[config.mk]
export PLATFORM = sky130hd
export DESIGN_NAME = lgs_ram
export DESIGN_NICKNAME = d
export VERILOG_FILES = /design/src/lgs_ram.sv
export SDC_FILE = /design/constraint.sdc
export NUM_CORES = 1
export LEC_CHECK = 0
export ABC_AREA = 0
export BUFFER_PORTS_ARGS = -buffer_cell sky130_fd_sc_hd__buf_2
export CORE_MARGIN = 2
export CORE_UTILIZATION = 35
export CTS_CLUSTER_DIAMETER = 40
export CTS_CLUSTER_SIZE = 40
export DETAILED_ROUTE_END_ITERATION = 8
export HOLD_SLACK_MARGIN = 0.12
export PLACE_DENSITY = 0.57
export SLEW_MARGIN = 20
export SYNTH_ARGS = -nofsm -noshare
export SYNTH_HDL_FRONTEND = slang
export SYNTH_SLANG_ARGS = --single-unit
[constraint.sdc]
create_clock -name i_clk -period 1.64 [get_ports i_clk]
set_input_delay 0.164 -clock i_clk [delete_from_list [all_inputs] [get_ports i_clk]]
set_output_delay 0.164 -clock i_clk [all_outputs]
set_load 0.1 [all_outputs]
[src/lgs_ram.sv]
// generic simple dual port ram with registered read
module lgs_ram #(
    parameter int WIDTH = 1,
    parameter int DEPTH = 16
) (
    input  logic                     i_clk,
    input  logic                     i_we,
    input  logic [$clog2(DEPTH)-1:0] i_waddr,
    input  logic [WIDTH-1:0]         i_wdata,
    input  logic                     i_re,
    input  logic [$clog2(DEPTH)-1:0] i_raddr,
    output logic [WIDTH-1:0]         o_rdata
);

    logic [WIDTH-1:0] r_mem [DEPTH];
    logic [WIDTH-1:0] r_rdata;

    // write port
    always_ff @(posedge i_clk) begin
        if (i_we) begin
            r_mem[i_waddr] <= i_wdata;
        end
    end

    // read port, data held until the next read
    always_ff @(posedge i_clk) begin
        if (i_re) begin
            r_rdata <= r_mem[i_raddr];
        end
    end

    assign o_rdata = r_rdata;

endmodule

==> reports/summary.txt <==
status -> finished clean
fin nets -> 77
RSZ-0062 raised after global routing -> false
Fmax -> 0.751 GHz
min Tclk post-route -> 1330 ps
H-tree Lvls -> 1
mapped cell area -> 756 µm²
Setup crit start kind -> register
Final Non-Filler Cells -> 91
Placed Cells incl. Taps -> 86
Core Util, Final -> 44.3%
Gates resized, CTS repair -> 0
relative max-transition margin -> 68.0%
clk sinks -> 17
placed cell areas -> 850 µm²
Syn Nets -> 59
Die X -> 50.5 µm
post-synthesis mux area share -> 17.9%
vias in the first global route -> 451
grt ovf -> 0
die height -> 50.5 µm
core box area -> 2000 µm²
DRT Pass-1 Iters -> 4
die footprint -> 2550 µm²
initial antenna violation count -> 0
min setup slack post-route -> 309 ps
footprint of the multi-input gates -> 245 µm²
Cells after Synth -> 47
Final Cycle Share -> 81.2%
total power -> 0.783 mW
register area share after synthesis -> 67.5%
Fin. Hold Viols -> 0
synthesis-to-layout area growth -> 17.4%
CP required -> 1680 ps
Num CTS Buffers -> 3
clock-pin transition on the worst setup and hold timing paths -> 100 ps
crit-path max FO -> 1
WS Path Type -> register to register
worst vdd ir -> 416 µV
xor/xnor share of the synthesized area -> 0%
largest net degree at the start of global routing -> 17
initial core utilization -> 37.8%
largest family of logic cells by synthesized area -> multiplexers
Final GP Congestion -> 0.674
routed len/inst -> 12.5 µm
all-layer global routing usage -> 10.6%
Max Slew Vio Count -> 0
IO Count -> 13
Reg area -> 510 µm²
Synth Area in Compound Gates -> 0%
via/cell ratio -> 4.81
synthesized flop and latch total -> 17
hold buffers post-CTS -> 1
DRC -> 0
setup violators final -> 0
root buffer cell -> clkbuf_4
leak pwr -> 0.315 nW
commonest non-fill, non-tap cell in the layout -> edfxtp_1
first-pass GRT wire length -> 1.94 mm
layout cells sized above 1 -> 26.6%
Worst setup EP type -> register
# port buffers -> 12
via count -> 438
syn_area_per_cell -> 16.1 µm²
FILL cells -> 197
MaxCap Viol Count -> 0
number of routed nets with antenna violations -> 0
Setup TNS -> 0 ps
hold_ws -> 189 ps
final WL -> 1.14 mm
Post-Synth Adder-Cell Area -> 0%
commonest cells after routing, fill and taps aside -> 17 x edfxtp_1, 12 x nor2_1, 12 x buf_2, 4 x nor3_1, 4 x mux4_1
drt initial violations -> 12
Setup WS pre-CTS -> 282 ps
CTS tree -> done
Hold Crit Class -> input port to register
setup bufs post-CTS -> 0
post-synthesis simple-gate area fraction -> 14.6%
Post-DP HPWL -> 906 µm
post-route cell area -> 887 µm²
PD cells -> 883 nW/µm²
clock buffer depth -> 2
Synth cell types -> 10
measured slew at the worst slew-check pin -> 483 ps
CP Data Arrival Time -> 1370 ps
clock skew -> 3.47 ps
num rows -> 16
Clock Latency Late Sink -> 280 ps
Syn. warnings -> 0
antenna cell count -> 0
Yosys cell counts, drive strengths merged:
cell type  instances  area (µm²)
edfxtp            17         510
nor2              12        45.0
mux4               4         105
nor3               4        20.0
mux2i              3        30.0
nand2b             2        12.5
nand3b             2        15.0
nand2              1        3.75
nand3              1        5.00
or3b               1        8.76
routing by layer:
metal,vias up,GRT usage [%],routed length (µm)
li1,221,-,-
met1,204,12.5,503
met2,13,18.2,573
met3,0,3.87,62
met4,0,2.70,0
met5,-,0,0
path summary, 6_finish.rpt:
kind,depth (start not counted),slack [ps],from,end
setup / recovery,3,310,r_mem[5],o_rdata
hold / removal,2,190,i_raddr[2],o_rdata
setup reg to reg,3,310,r_mem[5],o_rdata
hold reg to reg,3,820,r_mem[11],o_rdata
report_power, final:
group	total (mW)	switching [mW]	leakage (nW)	internal, mW
Sequential	0.491	0.00213	0.154	0.489
Combinational	0.0803	0.0486	0.143	0.0317
Clock	0.212	0.121	0.0177	0.0903
Total	0.783	0.172	0.315	0.611
sequential cells by signal, summed over array words and instances (netlist names):
| register | flops |
|---|---|
| o_rdata | 1 |
| r_mem | 16 |
area by class of cell:
type	count	share of cell area, %
Sequential cell	17	57.5
Multi-Input combinational cell	30	27.6
Timing Repair Buffer	13	7.90
Clock inverter	1	0.564
Tap cell	27	3.81
Clock buffer	3	2.54
cells by family (layout without fill, tap and decap cells):
group / Yosys count / in the layout
simple gates: 23 / 23
flops: 17 / 17
mux: 7 / 7
buf+inv: 0 / 17
critical path, cell delays in order (launching register included):
cell and delay (ps):
edfxtp_1 380, mux4_1 510, mux2i_1 130, mux2i_1 80
(Power assumes the default switching activity.)
