File: config.mk
export PLATFORM = sky130hd
export DESIGN_NAME = lgs_window
export DESIGN_NICKNAME = d
export VERILOG_FILES = /design/src/lgs_pkg.sv /design/src/lgs_chain_cell.sv /design/src/lgs_window.sv
export SDC_FILE = /design/constraint.sdc
export NUM_CORES = 1
export LEC_CHECK = 0
export BUFFER_PORTS_ARGS = -buffer_cell sky130_fd_sc_hd__clkbuf_2
export CAP_MARGIN = 25
export CORE_MARGIN = 5
export CORE_UTILIZATION = 40
export CTS_CLUSTER_SIZE = 10
export DETAILED_ROUTE_END_ITERATION = 16
export GPL_TIMING_DRIVEN = 0
export SYNTH_ARGS = -nofsm -noshare
export SYNTH_HDL_FRONTEND = slang
export SYNTH_SLANG_ARGS = --single-unit
File: constraint.sdc
create_clock -name i_clk -period 6.8 [get_ports i_clk]
set_input_delay 0 -clock i_clk [delete_from_list [all_inputs] [get_ports i_clk]]
set_output_delay 0 -clock i_clk [all_outputs]
set_load 0.01 [all_outputs]
File: src/lgs_pkg.sv
// shared types, constants and command codes for the life grid generation step core
package lgs_pkg;

    // default geometry and counter sizes
    localparam int LGS_GRID_WIDTH  = 64;
    localparam int LGS_GRID_HEIGHT = 64;
    localparam int LGS_HEAT_BITS   = 16;
    localparam int LGS_COUNT_BITS  = 32;

    // b3/s23 neighbour counts
    localparam int BIRTH_COUNT = 3;
    localparam int STAY_LOW    = 2;

    // command codes
    localparam logic [1:0] CMD_WRITE   = 2'd0;
    localparam logic [1:0] CMD_ADVANCE = 2'd1;
    localparam logic [1:0] CMD_READ    = 2'd2;

    // request payload
    typedef struct packed {
        logic [1:0] cmd;
        logic [5:0] col;
        logic [5:0] row;
        logic       alive_in;
    } t_req;

    // response payload
    typedef struct packed {
        logic        alive_out;
        logic [15:0] heat_out;
        logic [31:0] population;
        logic [31:0] deaths;
        logic [31:0] births;
    } t_rsp;

    // outcome for the cell at the centre of the window
    typedef struct packed {
        logic alive;
        logic born;
        logic died;
    } t_fate;

endpackage

File: src/lgs_chain_cell.sv
// one cell of the old-value chain: holds a grid bit and passes it on each shift
module lgs_chain_cell (
    input  logic i_clk,
    input  logic i_clear,
    input  logic i_shift,
    input  logic i_d,
    output logic o_q
);

    logic r_bit;

    // clear takes priority so the chain starts empty above the top row
    always_ff @(posedge i_clk) begin
        if (i_clear) begin
            r_bit <= 1'b0;
        end else if (i_shift) begin
            r_bit <= i_d;
        end
    end

    assign o_q = r_bit;

endmodule

File: src/lgs_window.sv
// two-row chain of cells with 3x3 window taps and the b3/s23 rule
module lgs_window
    import lgs_pkg::*;
#(
    parameter int GRID_WIDTH = LGS_GRID_WIDTH
) (
    input  logic  i_clk,
    input  logic  i_clear,
    input  logic  i_shift,
    input  logic  i_din,
    input  logic  i_edge_left,
    input  logic  i_edge_right,
    output t_fate o_fate
);

    localparam int CHAIN_LEN = 2 * GRID_WIDTH + 2;

    logic [CHAIN_LEN-1:0] q;
    logic [7:0]           nb;
    logic [3:0]           n_live;
    logic                 centre;

    // chain: cell i holds the value streamed i+1 steps ago
    for (genvar g = 0; g < CHAIN_LEN; g++) begin : g_chain
        lgs_chain_cell u_cell (
            .i_clk   (i_clk),
            .i_clear (i_clear),
            .i_shift (i_shift),
            .i_d     ((g == 0) ? i_din : q[(g == 0) ? 0 : g - 1]),
            .o_q     (q[g])
        );
    end

    // neighbours of the centre, masked at the left and right edges
    always_comb begin
        centre = q[GRID_WIDTH];
        nb[0]  = i_din                  & ~i_edge_right;
        nb[1]  = q[0];
        nb[2]  = q[1]                   & ~i_edge_left;
        nb[3]  = q[GRID_WIDTH-1]        & ~i_edge_right;
        nb[4]  = q[GRID_WIDTH+1]        & ~i_edge_left;
        nb[5]  = q[2*GRID_WIDTH-1]      & ~i_edge_right;
        nb[6]  = q[2*GRID_WIDTH];
        nb[7]  = q[2*GRID_WIDTH+1]      & ~i_edge_left;
        n_live = 4'($countones(nb));
    end

    // survival and birth rule
    always_comb begin
        o_fate.died  = centre && (n_live != 4'(STAY_LOW)) && (n_live != 4'(BIRTH_COUNT));
        o_fate.born  = !centre && (n_live == 4'(BIRTH_COUNT));
        o_fate.alive = (centre && !o_fate.died) || o_fate.born;
    end

endmodule

==> results.toml <==
[yosys]
synth_seq_cells = 130
synth_fa_ha_area_frac = 0.02440
avgSynthCellArea_um2 = 10.88
synth_top_area_share = 0.5398
synth_nets = 456
synth-seq-area-share = 0.5398
synthMuxAreaShare = 0.2699
synth_top_cell_by_area = "dfxtp_1"
synth_edf_count = 0
syn_inst = 443
synthSimpleGateAreaFrac = 0.1132
synth_warnings = 0
synth-xor-area-share = 0
ys_types = 20
ys.flop_type = "dfxtp_1"
synth_top_family_by_area = "multiplexers"
synth_compound_area_frac = 0.006229
synth_area_leaders = "dfxtp_1 (54%), mux2i_1 (27%), nor2_1 (10%)"
async_flop_share = 0
syn-cell-area_um2 = 4821

[timing]
hold_violations = 0
whs_ns = 0.1370
fin_tns_setup_ns = 0
rsz0062_at_grt = "no"
min_period_ns = 3.898
fmax_ghz = 0.2565
setup_viol = 0
finClkSkew_ns = 0.01309
tightest_slew_ns = 0.4403
finalMaxSlewViolations = 0
max_slew_margin = 0.7065
finalCritPeriodShare = 0.5733

[global_routing]
grt_max_degree = 17
track_usage = 0.1054
groute.layer.met1.usage = 0.1283
grt_pass1_vias = 2799
grt_util_met3 = 0.03817
grtUsageMet2 = 0.1621
grt-ovfl-total = 0
grt.busiest_layer = "met2"
grt_pass1_wl_mm = 12.19
antenna_found_initial = 0

[status]
outcome = "finished clean"

[clocking]
cts_resized = 0
h-tree-depth = 4
cts.clk_slew.worst_paths_ns = 0.06
clockBufferDepth = 2
cts_tree = "done"
clk_latency_ns = 0.41
numCtsBuffers = 17
clock-sinks = 130
cts_root_buffer = "clkbuf_16"

[layout]
largest_register_ffs = 130
fin_nets = 483
num-fill-cells = 1117
fin_util = 0.4742
multiInputGateArea_um2 = 1994
drive_above_1_share = 0.1118
n_antenna_cell = 0
area_delta_synth_final_pct = 17.16
register_area_um2 = 2603

[drt]
first_pass_iters = 4
avgRoutedWirePerCell_um = 10.90
drt-total-wl_mm = 6.866
vias = 2906
vias_per_cell = 4.613
ant_nets = 0
drtIter0Drc = 121
route.detailed.drc = 0

[floorplan]
dieHeight_um = 119.8
die_w_um = 119.8
io_pins = 9
initial_core_util = 0.4047
die_area_um2 = 14350
core_area_um2 = 11910
std_cell_rows = 40

[power]
p_sw_w = 0.0003564
intPower_w = 0.001364
leakagePower_nw = 2.559
power_frac_comb = 0.037
power_frac_seq = 0.444
power_density_nw_per_um2 = 304.6
ir_drop_mv = 0.1298
power_w = 0.001720
clkPwrFrac = 0.520
sw_frac_of_total = 0.2072

[worst_setup_path]
worstSetupStartpointType = "register"
worstPathRequired_ns = 6.80
crit_arrival_ns = 3.90
cp_max_fo = 3
endpoint_kind = "output port"
criticalPathCategory = "reg -> out"

[run]
maxCapViolCount = 0

[worst_hold_path]
hp-class = "in -> reg"

[placement]
gp_congestion = 0.6667
port_buffers = 6
dp_hpwl_mm = 4.515
-- placed cells by master, fill, tap and decap left out, types with 4 or more instances in the layout --
cell,synthesis,layout
buf_6,10,10
clkbuf_1,13,14
clkbuf_16,0,17
clkbuf_2,0,6
clkinv_2,0,5
dfxtp_1,130,130
fa_1,4,4
inv_1,4,4
mux2i_1,130,130
nor2_1,130,130
nor2b_1,5,5
-- worst paths after layout --
| path | startpoint | endpoint | slack [ns] | cells after the start |
|---|---|---|---|---|
| hold reg to reg | g_chain[76].u_cell.o_q | g_chain[77].u_cell.o_q | 0.49 | 2 |
| setup / recovery | g_chain[1].u_cell.o_q | o_fate[1] | 2.90 | 12 |
| hold / removal | i_shift | g_chain[28].u_cell.o_q | 0.14 | 4 |
| setup reg to reg | g_chain[64].u_cell.o_q | g_chain[65].u_cell.o_q | 6.12 | 2 |
-- through the flow --
stage          area (um^2)  instances  setup slack (ns)
6_report              5648        630             2.902
5_1_grt               5648        630             2.652
4_1_cts               5648        630             2.832
3_5_place_dp          5035        596             3.282
3_3_place_gp          5035        596             3.346
2_1_floorplan         4821        443             3.538
-- Yosys cell counts (2+ instances only) --
library cell / number
nor2b_1: 5
dfxtp_1: 130
fa_1: 4
buf_2: 2
mux2i_1: 130
inv_1: 4
clkbuf_1: 13
nor2_1: 130
buf_4: 3
ha_1: 3
buf_6: 10
-- cell type report --
class                           instances  area share
Tap cell                              147     0.03257
Buffer                                 29     0.03700
Clock buffer                           18     0.07599
Sequential cell                       130      0.4608
Timing Repair Buffer                    8    0.008861
Clock inverter                         14     0.02902
Inverter                                4    0.002658
Multi-Input combinational cell        280      0.3531
-- kinds of logic (layout without fill, tap and decap cells) --
group	Yosys count	in the layout
simple gates	139	139
flops	130	130
mux	130	130
compound gates	4	4
buf+inv	33	73
fa+ha+maj	7	7
-- worst max-delay path, stage by stage, from the launching register on --
cell and delay, ns:
dfxtp_1 0.34, nor2b_1 0.18, fa_1 0.46, fa_1 0.53, inv_1 0.06, fa_1 0.54, inv_1 0.05, ha_1 0.21
fa_1 0.38, or2_2 0.27, o21ai_0 0.12, and4b_1 0.23, clkbuf_2 0.13
-- metal layers --
layer	vias to the layer above	wire length (um)
li1	1520	-
met4	0	137
met3	15	236
met1	1344	3373
met5	-	0
met2	27	3119
-- power by group through the flow --
stage	clock network [W]	logic, W	registers (W)
floorplan	0	0.0000524	0.000780
global placement	0	0.0000621	0.000780
detailed placement	0	0.0000627	0.000780
CTS	0.000918	0.0000641	0.000763
global route	0.000958	0.0000691	0.000763
finish	0.000894	0.0000630	0.000763
-- timing repair --
action	CTS	global route
buffers inserted	0	0
endpoints found under the hold margin	31	0
hold buffers	2	0
(Power assumes the default switching activity.)
